[src/sv/indexed_list_engine_defines.svh]
// Assertion macros shared by the list engine RTL.
`ifndef INDEXED_LIST_ENGINE_DEFINES_SVH
`define INDEXED_LIST_ENGINE_DEFINES_SVH

// Same-cycle implication, checked on every rising clock edge out of reset.
`define ILE_ASSERT_NOW(lbl, ante, cons, msg) \
    lbl: assert property (@(posedge i_clk) disable iff (!i_rst_n) (ante) |-> (cons)) \
        else $error(msg);

// Next-cycle implication, checked on every rising clock edge out of reset.
`define ILE_ASSERT_NEXT(lbl, ante, cons, msg) \
    lbl: assert property (@(posedge i_clk) disable iff (!i_rst_n) (ante) |=> (cons)) \
        else $error(msg);

`endif

[src/sv/ile_pkg.sv]
// Types and constants shared by the list engine top level and its cells.
package ile_pkg;

    // Index and count widths cover the largest supported capacity of 256.
    localparam int IDX_W = 8;
    localparam int CNT_W = 9;

    // Command codes of the mode field.
    localparam logic [3:0] MODE_PUSH_BACK  = 4'd0;
    localparam logic [3:0] MODE_PUSH_FRONT = 4'd1;
    localparam logic [3:0] MODE_INSERT     = 4'd2;
    localparam logic [3:0] MODE_POP_BACK   = 4'd3;
    localparam logic [3:0] MODE_POP_FRONT  = 4'd4;
    localparam logic [3:0] MODE_REMOVE     = 4'd5;
    localparam logic [3:0] MODE_SET        = 4'd6;
    localparam logic [3:0] MODE_GET        = 4'd7;
    localparam logic [3:0] MODE_SEARCH     = 4'd8;
    localparam logic [3:0] MODE_CLEAR      = 4'd9;

    // Status codes returned with every result.
    localparam logic [1:0] ST_OK    = 2'd0;
    localparam logic [1:0] ST_RANGE = 2'd1;
    localparam logic [1:0] ST_EMPTY = 2'd2;
    localparam logic [1:0] ST_FULL  = 2'd3;

    // Operation carried out by the cells as the command walks the chain.
    typedef enum logic [2:0] {
        OP_NOP,
        OP_INS,
        OP_DEL,
        OP_SET,
        OP_GET,
        OP_FIND
    } t_op;

    // Command broadcast to all cells for the length of one pass.
    typedef struct packed {
        t_op              op;
        logic [IDX_W-1:0] at;
        logic [CNT_W-1:0] lim;
    } t_ctl;

    // Token handed from cell to cell, one cell per cycle.
    typedef struct packed {
        logic             vld;
        logic             found;
        logic [IDX_W-1:0] fidx;
    } t_tok;

    // Input beat.
    typedef struct packed {
        logic [3:0]         mode;
        logic [4:0]         position;
        logic signed [31:0] value;
    } t_in_item;

    // Output beat.
    typedef struct packed {
        logic [1:0]         status;
        logic signed [31:0] data_out;
        logic               found;
        logic [3:0]         found_index;
        logic [4:0]         count;
    } t_out_item;

endpackage

[src/sv/ile_cell.sv]
// One list cell: holds the element at a fixed position and acts on the passing command token.
module ile_cell #(
    parameter int IDX        = 0,
    parameter int DATA_WIDTH = 32
) (
    input  logic                  i_clk,
    input  logic                  i_rst_n,
    input  ile_pkg::t_ctl         i_ctl,
    input  logic [DATA_WIDTH-1:0] i_key,
    input  ile_pkg::t_tok         i_tok,
    input  logic [DATA_WIDTH-1:0] i_carry,
    input  logic [DATA_WIDTH-1:0] i_rdata,
    input  logic [DATA_WIDTH-1:0] i_next,
    output ile_pkg::t_tok         o_tok,
    output logic [DATA_WIDTH-1:0] o_carry,
    output logic [DATA_WIDTH-1:0] o_rdata,
    output logic [DATA_WIDTH-1:0] o_elem
);

    localparam logic [ile_pkg::CNT_W-1:0] MY_IDX = ile_pkg::CNT_W'(IDX);

    logic [DATA_WIDTH-1:0]     r_elem;
    logic [DATA_WIDTH-1:0]     n_elem;
    logic [DATA_WIDTH-1:0]     r_carry;
    logic [DATA_WIDTH-1:0]     n_carry;
    logic [DATA_WIDTH-1:0]     r_rdata;
    logic [DATA_WIDTH-1:0]     n_rdata;
    ile_pkg::t_tok             r_tok;
    ile_pkg::t_tok             n_tok;
    logic [ile_pkg::CNT_W-1:0] w_at;

    assign w_at = {1'b0, i_ctl.at};

    // Per-cell action while the token sits at this position.
    always_comb begin
        n_elem  = r_elem;
        n_carry = i_carry;
        n_rdata = i_rdata;
        n_tok   = i_tok;
        if (i_tok.vld) begin
            unique case (i_ctl.op)
                ile_pkg::OP_INS: begin
                    // Insertion point takes the key; later cells shift right by one.
                    if (MY_IDX == w_at) begin
                        n_elem  = i_key;
                        n_carry = r_elem;
                    end else if (MY_IDX > w_at) begin
                        n_elem  = i_carry;
                        n_carry = r_elem;
                    end
                end
                ile_pkg::OP_DEL: begin
                    // The right neighbor has not been visited yet, so it still holds its value.
                    if (MY_IDX >= w_at) begin
                        n_elem = i_next;
                    end
                    if (MY_IDX == w_at) begin
                        n_rdata = r_elem;
                    end
                end
                ile_pkg::OP_SET: begin
                    if (MY_IDX == w_at) begin
                        n_elem = i_key;
                    end
                end
                ile_pkg::OP_GET: begin
                    if (MY_IDX == w_at) begin
                        n_rdata = r_elem;
                    end
                end
                ile_pkg::OP_FIND: begin
                    // Only the first stored match is reported.
                    if (!i_tok.found && MY_IDX < i_ctl.lim && r_elem == i_key) begin
                        n_tok.found = 1'b1;
                        n_tok.fidx  = MY_IDX[ile_pkg::IDX_W-1:0];
                    end
                end
                default: begin
                end
            endcase
        end
    end

    // Token valid is control state; data registers need no reset.
    always_ff @(posedge i_clk) begin
        if (!i_rst_n) begin
            r_tok <= '0;
        end else begin
            r_tok <= n_tok;
        end
    end

    always_ff @(posedge i_clk) begin
        r_elem  <= n_elem;
        r_carry <= n_carry;
        r_rdata <= n_rdata;
    end

    assign o_tok   = r_tok;
    assign o_carry = r_carry;
    assign o_rdata = r_rdata;
    assign o_elem  = r_elem;

endmodule

[src/sv/indexed_list_engine.sv]
// Top level of the bounded ordered list engine built as a chain of element cells.
//
// Usage: one command beat enters on the input channel (mode, position, value) and
// exactly one result beat (status, data_out, found, found_index, count) leaves on
// the output channel for it, in order. Both channels use valid/ready.
// The status and the new count are settled when the command is accepted; the command
// then walks the cell chain one cell per cycle, each cell shifting, writing, reading
// or matching its own element as the token passes.
// The command passes the launch register, then the token register of each cell in order,
// and the result is then registered in the output register. The next command is taken
// only after the token has left the cell chain.
// Output stall: a finished result waits in the output register and a second result
// may wait in a holding slot, so a command is accepted while a result is still
// waiting; new commands also stop when both slots are full.
// Reset: synchronous, active low; the list is empty afterwards and no clearing pass
// is needed, because element contents beyond the count are never observed.
module indexed_list_engine #(
    parameter int CAPACITY   = 16,
    parameter int DATA_WIDTH = 32
) (
    input  logic                i_clk,
    input  logic                i_rst_n,
    input  logic                i_in_valid,
    output logic                o_in_ready,
    input  ile_pkg::t_in_item   i_in_data,
    output logic                o_out_valid,
    input  logic                i_out_ready,
    output ile_pkg::t_out_item  o_out_data
);

    `include "indexed_list_engine_defines.svh"

    localparam int CW = $clog2(CAPACITY + 1);
    localparam logic [ile_pkg::CNT_W-1:0] CAP_CNT = ile_pkg::CNT_W'(CAPACITY);

    // Control and result registers.
    logic                  r_busy;
    logic                  r_launch;
    logic [CW-1:0]         r_count;
    logic [1:0]            r_status;
    ile_pkg::t_ctl         r_ctl;
    logic [DATA_WIDTH-1:0] r_key;
    logic                  r_out_vld;
    ile_pkg::t_out_item    r_out;
    logic                  r_pend_vld;
    ile_pkg::t_out_item    r_pend;

    // Decode results for the beat being offered.
    logic [1:0]                n_status;
    ile_pkg::t_op              n_op;
    logic [ile_pkg::CNT_W-1:0] n_at;
    logic [CW-1:0]             n_count;
    logic [ile_pkg::CNT_W-1:0] w_cnt;
    logic [ile_pkg::CNT_W-1:0] w_pos;
    logic [63:0]               w_val64;
    logic [DATA_WIDTH-1:0]     w_key;
    logic                      w_in_fire;

    // Cell chain wiring.
    ile_pkg::t_tok         w_tok   [CAPACITY];
    logic [DATA_WIDTH-1:0] w_carry [CAPACITY];
    logic [DATA_WIDTH-1:0] w_rdata [CAPACITY];
    logic [DATA_WIDTH-1:0] w_elem  [CAPACITY];
    logic [CAPACITY-1:0]   w_tok_vld;
    logic [CAPACITY:0]     w_chain_vld;

    // Result assembled as the token leaves the last cell.
    logic                  w_exit;
    logic signed [63:0]    w_wide;
    ile_pkg::t_out_item    w_res;

    assign o_in_ready = !r_busy && !r_pend_vld;
    assign w_in_fire  = i_in_valid && o_in_ready;

    assign w_cnt   = ile_pkg::CNT_W'(r_count);
    assign w_pos   = ile_pkg::CNT_W'(i_in_data.position);
    assign w_val64 = {32'b0, i_in_data.value};
    assign w_key   = w_val64[DATA_WIDTH-1:0];

    // Command decode: status and count follow from the mode, the position and the current count.
    always_comb begin
        n_status = ile_pkg::ST_OK;
        n_op     = ile_pkg::OP_NOP;
        n_at     = '0;
        n_count  = r_count;
        unique case (i_in_data.mode)
            ile_pkg::MODE_PUSH_BACK, ile_pkg::MODE_PUSH_FRONT: begin
                if (w_cnt >= CAP_CNT) begin
                    n_status = ile_pkg::ST_FULL;
                end else begin
                    n_op    = ile_pkg::OP_INS;
                    n_at    = (i_in_data.mode == ile_pkg::MODE_PUSH_BACK) ? w_cnt : '0;
                    n_count = CW'(w_cnt + 1'b1);
                end
            end
            ile_pkg::MODE_INSERT: begin
                if (w_pos > w_cnt) begin
                    n_status = ile_pkg::ST_RANGE;
                end else if (w_cnt >= CAP_CNT) begin
                    n_status = ile_pkg::ST_FULL;
                end else begin
                    n_op    = ile_pkg::OP_INS;
                    n_at    = w_pos;
                    n_count = CW'(w_cnt + 1'b1);
                end
            end
            ile_pkg::MODE_POP_BACK, ile_pkg::MODE_POP_FRONT: begin
                if (w_cnt == '0) begin
                    n_status = ile_pkg::ST_EMPTY;
                end else begin
                    n_op    = ile_pkg::OP_DEL;
                    n_at    = (i_in_data.mode == ile_pkg::MODE_POP_BACK) ? w_cnt - 1'b1 : '0;
                    n_count = CW'(w_cnt - 1'b1);
                end
            end
            ile_pkg::MODE_REMOVE: begin
                if (w_pos >= w_cnt) begin
                    n_status = ile_pkg::ST_RANGE;
                end else begin
                    n_op    = ile_pkg::OP_DEL;
                    n_at    = w_pos;
                    n_count = CW'(w_cnt - 1'b1);
                end
            end
            ile_pkg::MODE_SET, ile_pkg::MODE_GET: begin
                if (w_pos >= w_cnt) begin
                    n_status = ile_pkg::ST_RANGE;
                end else begin
                    n_op = (i_in_data.mode == ile_pkg::MODE_SET) ? ile_pkg::OP_SET
                                                                  : ile_pkg::OP_GET;
                    n_at = w_pos;
                end
            end
            ile_pkg::MODE_SEARCH: begin
                n_op = ile_pkg::OP_FIND;
            end
            ile_pkg::MODE_CLEAR: begin
                n_count = '0;
            end
            default: begin
            end
        endcase
    end

    // Cell chain: each cell takes the token from its left neighbor.
    for (genvar gi = 0; gi < CAPACITY; gi++) begin : g_cell
        ile_pkg::t_tok         w_tok_in;
        logic [DATA_WIDTH-1:0] w_carry_in;
        logic [DATA_WIDTH-1:0] w_rdata_in;
        logic [DATA_WIDTH-1:0] w_next;

        if (gi == 0) begin : g_head
            assign w_tok_in   = '{vld: r_launch, found: 1'b0, fidx: '0};
            assign w_carry_in = '0;
            assign w_rdata_in = '0;
        end else begin : g_body
            assign w_tok_in   = w_tok[gi-1];
            assign w_carry_in = w_carry[gi-1];
            assign w_rdata_in = w_rdata[gi-1];
        end

        if (gi == CAPACITY - 1) begin : g_tail
            assign w_next = w_elem[gi];
        end else begin : g_mid
            assign w_next = w_elem[gi+1];
        end

        ile_cell #(
            .IDX        (gi),
            .DATA_WIDTH (DATA_WIDTH)
        ) u_cell (
            .i_clk   (i_clk),
            .i_rst_n (i_rst_n),
            .i_ctl   (r_ctl),
            .i_key   (r_key),
            .i_tok   (w_tok_in),
            .i_carry (w_carry_in),
            .i_rdata (w_rdata_in),
            .i_next  (w_next),
            .o_tok   (w_tok[gi]),
            .o_carry (w_carry[gi]),
            .o_rdata (w_rdata[gi]),
            .o_elem  (w_elem[gi])
        );

        assign w_tok_vld[gi] = w_tok[gi].vld;
    end

    assign w_chain_vld = {w_tok_vld, r_launch};

    // Result beat from the token leaving the last cell.
    assign w_exit = w_tok[CAPACITY-1].vld;
    assign w_wide = 64'($signed(w_rdata[CAPACITY-1]));

    always_comb begin
        w_res.status      = r_status;
        w_res.data_out    = w_wide[31:0];
        w_res.found       = w_tok[CAPACITY-1].found;
        w_res.found_index = w_tok[CAPACITY-1].fidx[3:0];
        w_res.count       = 5'(r_count);
    end

    // Command acceptance, launch and result slots.
    always_ff @(posedge i_clk) begin
        if (!i_rst_n) begin
            r_busy     <= 1'b0;
            r_launch   <= 1'b0;
            r_count    <= '0;
            r_out_vld  <= 1'b0;
            r_pend_vld <= 1'b0;
            r_ctl      <= '{op: ile_pkg::OP_NOP, at: '0, lim: '0};
        end else begin
            r_launch <= w_in_fire;
            if (w_in_fire) begin
                r_busy   <= 1'b1;
                r_count  <= n_count;
                r_status <= n_status;
                r_ctl    <= '{op: n_op, at: n_at[ile_pkg::IDX_W-1:0], lim: w_cnt};
                r_key    <= w_key;
            end else if (w_exit) begin
                r_busy <= 1'b0;
            end

            if (w_exit) begin
                if (!r_out_vld || i_out_ready) begin
                    r_out     <= w_res;
                    r_out_vld <= 1'b1;
                end else begin
                    r_pend     <= w_res;
                    r_pend_vld <= 1'b1;
                end
            end else if (r_out_vld && i_out_ready) begin
                if (r_pend_vld) begin
                    r_out      <= r_pend;
                    r_pend_vld <= 1'b0;
                end else begin
                    r_out_vld <= 1'b0;
                end
            end
        end
    end

    assign o_out_valid = r_out_vld;
    assign o_out_data  = r_out;

    // Checks on chain occupancy, count bound and result slots.
    `ILE_ASSERT_NOW(a_one_token, 1'b1, $countones(w_chain_vld) <= 1, "two commands in the cell chain")
    `ILE_ASSERT_NOW(a_chain_busy, |w_chain_vld, r_busy, "token in the chain while engine is idle")
    `ILE_ASSERT_NOW(a_count_bound, 1'b1, w_cnt <= CAP_CNT, "element count above capacity")
    `ILE_ASSERT_NOW(a_pend_order, r_pend_vld, r_out_vld, "holding slot full with output register empty")
    `ILE_ASSERT_NEXT(a_exit_frees, w_exit, !r_busy, "engine still busy after result left the chain")

endmodule

[config.mk]
export PLATFORM = sky130hd
export DESIGN_NAME = indexed_list_engine
export DESIGN_NICKNAME = d
export VERILOG_FILES = /design/src/sv/ile_pkg.sv /design/src/sv/ile_cell.sv /design/src/sv/indexed_list_engine.sv
export VERILOG_INCLUDE_DIRS = /design/src /design/src/sv
export SDC_FILE = /design/constraint.sdc
export NUM_CORES = 2
export LEC_CHECK = 0
export BUFFER_PORTS_ARGS = -buffer_cell sky130_fd_sc_hd__buf_2
export CAP_MARGIN = 20
export CORE_MARGIN = 8
export CORE_UTILIZATION = 63
export DETAILED_ROUTE_END_ITERATION = 12
export PLACE_DENSITY = 0.8
export SLEW_MARGIN = 20
export SYNTH_ARGS = -nofsm -noshare
export SYNTH_HDL_FRONTEND = slang
export SYNTH_SLANG_ARGS = --single-unit
[constraint.sdc]
create_clock -name i_clk -period 7.3 [get_ports i_clk]
set_input_delay 0 -clock i_clk [delete_from_list [all_inputs] [get_ports i_clk]]
set_output_delay 0 -clock i_clk [all_outputs]
set_load 0.005 [all_outputs]
==> metrics.cfg <==
[pwr]
intPower_mw = 15.42
power.leakage_nw = 31.36
switching_share_pct = 21.39
power.switching_mw = 4.196
p_comb_share_pct = 3.2
power_density_nw_per_um2 = 252.2
pwr-share-clk_pct = 45.3
seqPwrFrac_pct = 51.5
ir_worst_vdd_mv = 0.2313

[logic_synthesis]
synth_nets = 5812
syn_avg_cell_area_um2 = 12.08
synth_cell_types = 68
ys_ff_latch = 1730
async_flop_share_pct = 0
netlist_instances = 5759
synth_top_area_cell = dfxtp_1
syn-cell-area_um2 = 69590
ys_seq_area_share_pct = 58.89
synthFlopType = dfxtp_1
synth_warnings = 0
synth_edf_count = 634
synthTopCellsByArea = dfxtp_1, edfxtp_1, mux2_2, xor2_1, nor2_1
yosysTopAreaCellShare_pct = 31.53

[routing]
drc = 0
num_vias = 48879
drtIter0Drc = 6750
first_pass_iters = 9
via_per_inst = 6.586
wl_per_cell_um = 29.76
wl_um = 220900
final_antenna_net_count = 0

[timing]
fin_crit_ps = 4007
fmax_mhz = 249.6
worst_clock_skew_ps = 26.97
finalMaxSlewViolations = 0
rsz0062_at_grt = no
tightest_slew_ps = 1300
slew_headroom_pct = 13.36
min_period_over_period_pct = 54.89
hold_violations = 0
tns_ps = 0
finalSetupViolations = 0

[run_status]
status = finished, final reports clean

[placed_design]
dp_hpwl_um = 143600
numPortBuffers = 90
dpl-instance-area_um2 = 71230
finalWeightedCongestion = 0.9500

[grt]
antenna_found_initial = 3
grt_pass1_vias = 48454
grt_pass1_wl_um = 321300
grt_max_degree = 190
grtUsageTotal_pct = 35.34
grt_overflow = 0

[cells_and_area]
layout-drive-gt1-share_pct = 25.08
nFillCells = 7417
area_growth_pct = 11.78
nets = 5840
multiInputGateArea_um2 = 26870
mostFrequentLayoutCells = dfxtp_1, mux2_2, nor2_1
design_area_um2 = 77790
final_common_cell = dfxtp_1
register_area_um2 = 40980
final_core_util_pct = 70.68

[clock_tree]
path_clk_slew_ps = 60
cts_hold_buf = 80
h-tree-depth = 4
clock_sinks = 1730
clockBufferDepth = 3
cts_root_buf = clkbuf_16
cts_setup_buffers = 0
cts.repair.resized = 0
tritoncts = done
numCtsBuffers = 170
clk_latency_ps = 790

[worst_hold_path]
worstHoldStart = i_in_data[24]
hold_path_class = in -> reg

[critical_path]
worstPathMaxFanout = 12
slowest_stage = dfxtp_1
r2r_start = r_count[4]
path_buf_inv = 3
start_kind = register
crit_start = r_count[4]
critPathKind = reg -> reg
slowest_delay_ps = 670
cp-end-kind = register
worstPathRequired_ps = 8030
worstPathCellList = inv_1 > ha_1 > a21oi_1 > o221ai_1 > a211oi_1 > o211ai_1 > dlygate4sd3_1 > a21oi_1 > dlygate4sd3_1
critPathTopFamily = compound AO/OA/AOI/OAI gates
arrival_ps = 4740

[floorplanning]
dieWidth_um = 348.4
start_util_pct = 63.23
dieArea_um2 = 121400
die_h_um = 348.4
core.rowCount = 122
boundaryPins = 91
coreArea_um2 = 110100

[job]
maxCapViolCount = 0

synthesized netlist by cell type (8+ instances only):
master and n:
a21boi_0 8, a21oi_1 33, a222oi_1 33, a22o_1 32
and2_1 87, and3_1 11, and3b_1 12, buf_1 50
buf_2 96, buf_6 16, clkbuf_1 253, dfxtp_1 1096
edfxtp_1 634, ha_1 8, inv_1 56, mux2_1 42
mux2_2 933, mux2_4 18, nand2_1 85, nand2b_1 16
nand3_1 43, nand4_1 43, nor2_1 871, nor2b_1 8
nor3_1 28, nor3b_1 14, nor4_1 108, o211ai_1 10
o21a_1 44, o21ai_0 35, o21ai_1 8, o22ai_1 419
xnor2_1 79, xor2_1 427
final timing paths:
kind | end | slack (ps) | cells past startpoint
hold reg to reg | g_cell[13].u_cell.o_tok[1] | 410 | 2
setup / recovery | r_ctl[11] | 3290 | 9
setup reg to reg | r_ctl[11] | 3290 | 9
hold / removal | r_key[24] | 20 | 2
logic make-up after synthesis:
| logic type | after synthesis | synth area share (%) |
|---|---|---|
| adder cells (fa/ha/maj) | 8 | 0.1438 |
| flip-flops | 1730 | 58.89 |
| AO/OA/AOI/OAI | 671 | 6.465 |
| XOR/XNOR | 506 | 6.368 |
| AND/OR/NAND/NOR | 1367 | 8.923 |
| buffers and inverters | 478 | 2.961 |
| multiplexers | 999 | 16.25 |
power groups by stage:
stage	combinational (mW)	sequential [mW]	clock, mW
3_3_place_gp	0.557	10.3	0
2_1_floorplan	0.383	10.3	0
5_1_grt	0.657	10.1	9.31
6_report	0.632	10.1	8.89
4_1_cts	0.608	10.1	8.92
3_5_place_dp	0.570	10.3	0
flip-flops by register name, indices dropped and copies added, names as in the netlist, 14 cells and up:
register	flops
r_key	32
r_pend	44
g_cell.u_cell.o_elem	512
r_ctl	14
g_cell.u_cell.o_tok	81
g_cell.u_cell.o_carry	480
o_out_data	44
g_cell.u_cell.o_rdata	512
cell type report:
type                       instances  share of cell area [%]
clock buffer                     260                   6.683
multi-input combinational       3551                   34.54
clock inverter                    57                  0.6675
inverter                          56                  0.2702
antenna                            2                0.006434
tap                             1488                   2.393
sequential                      1730                   52.68
timing repair buffer             278                   2.763
metal layers:
layer / track usage [%] / share of wire (%) / routed length, um / vias to the layer above
li1: - / - / - / 20678
met3: 7.128 / 10 / 22930 / 942
met5: 0 / 0.0032 / 7 / -
met4: 24.92 / 8.6 / 19010 / 2
met2: 55.86 / 46 / 100800 / 3471
met1: 43.47 / 35 / 78160 / 23786
stage by stage:
step	total power, mW	setup WS (ps)	hold WS, ps	instances
floorplan	10.65	2197	98.87	5759
CTS	19.62	2959	1.056	7418
global placement	10.86	2990	177.5	7019
detailed placement	10.87	2971	178.4	7021
finish	19.62	3293	16.46	7422
global route	20.06	3041	37.22	7421
No activity file was read; power rests on OpenSTA's default activity.
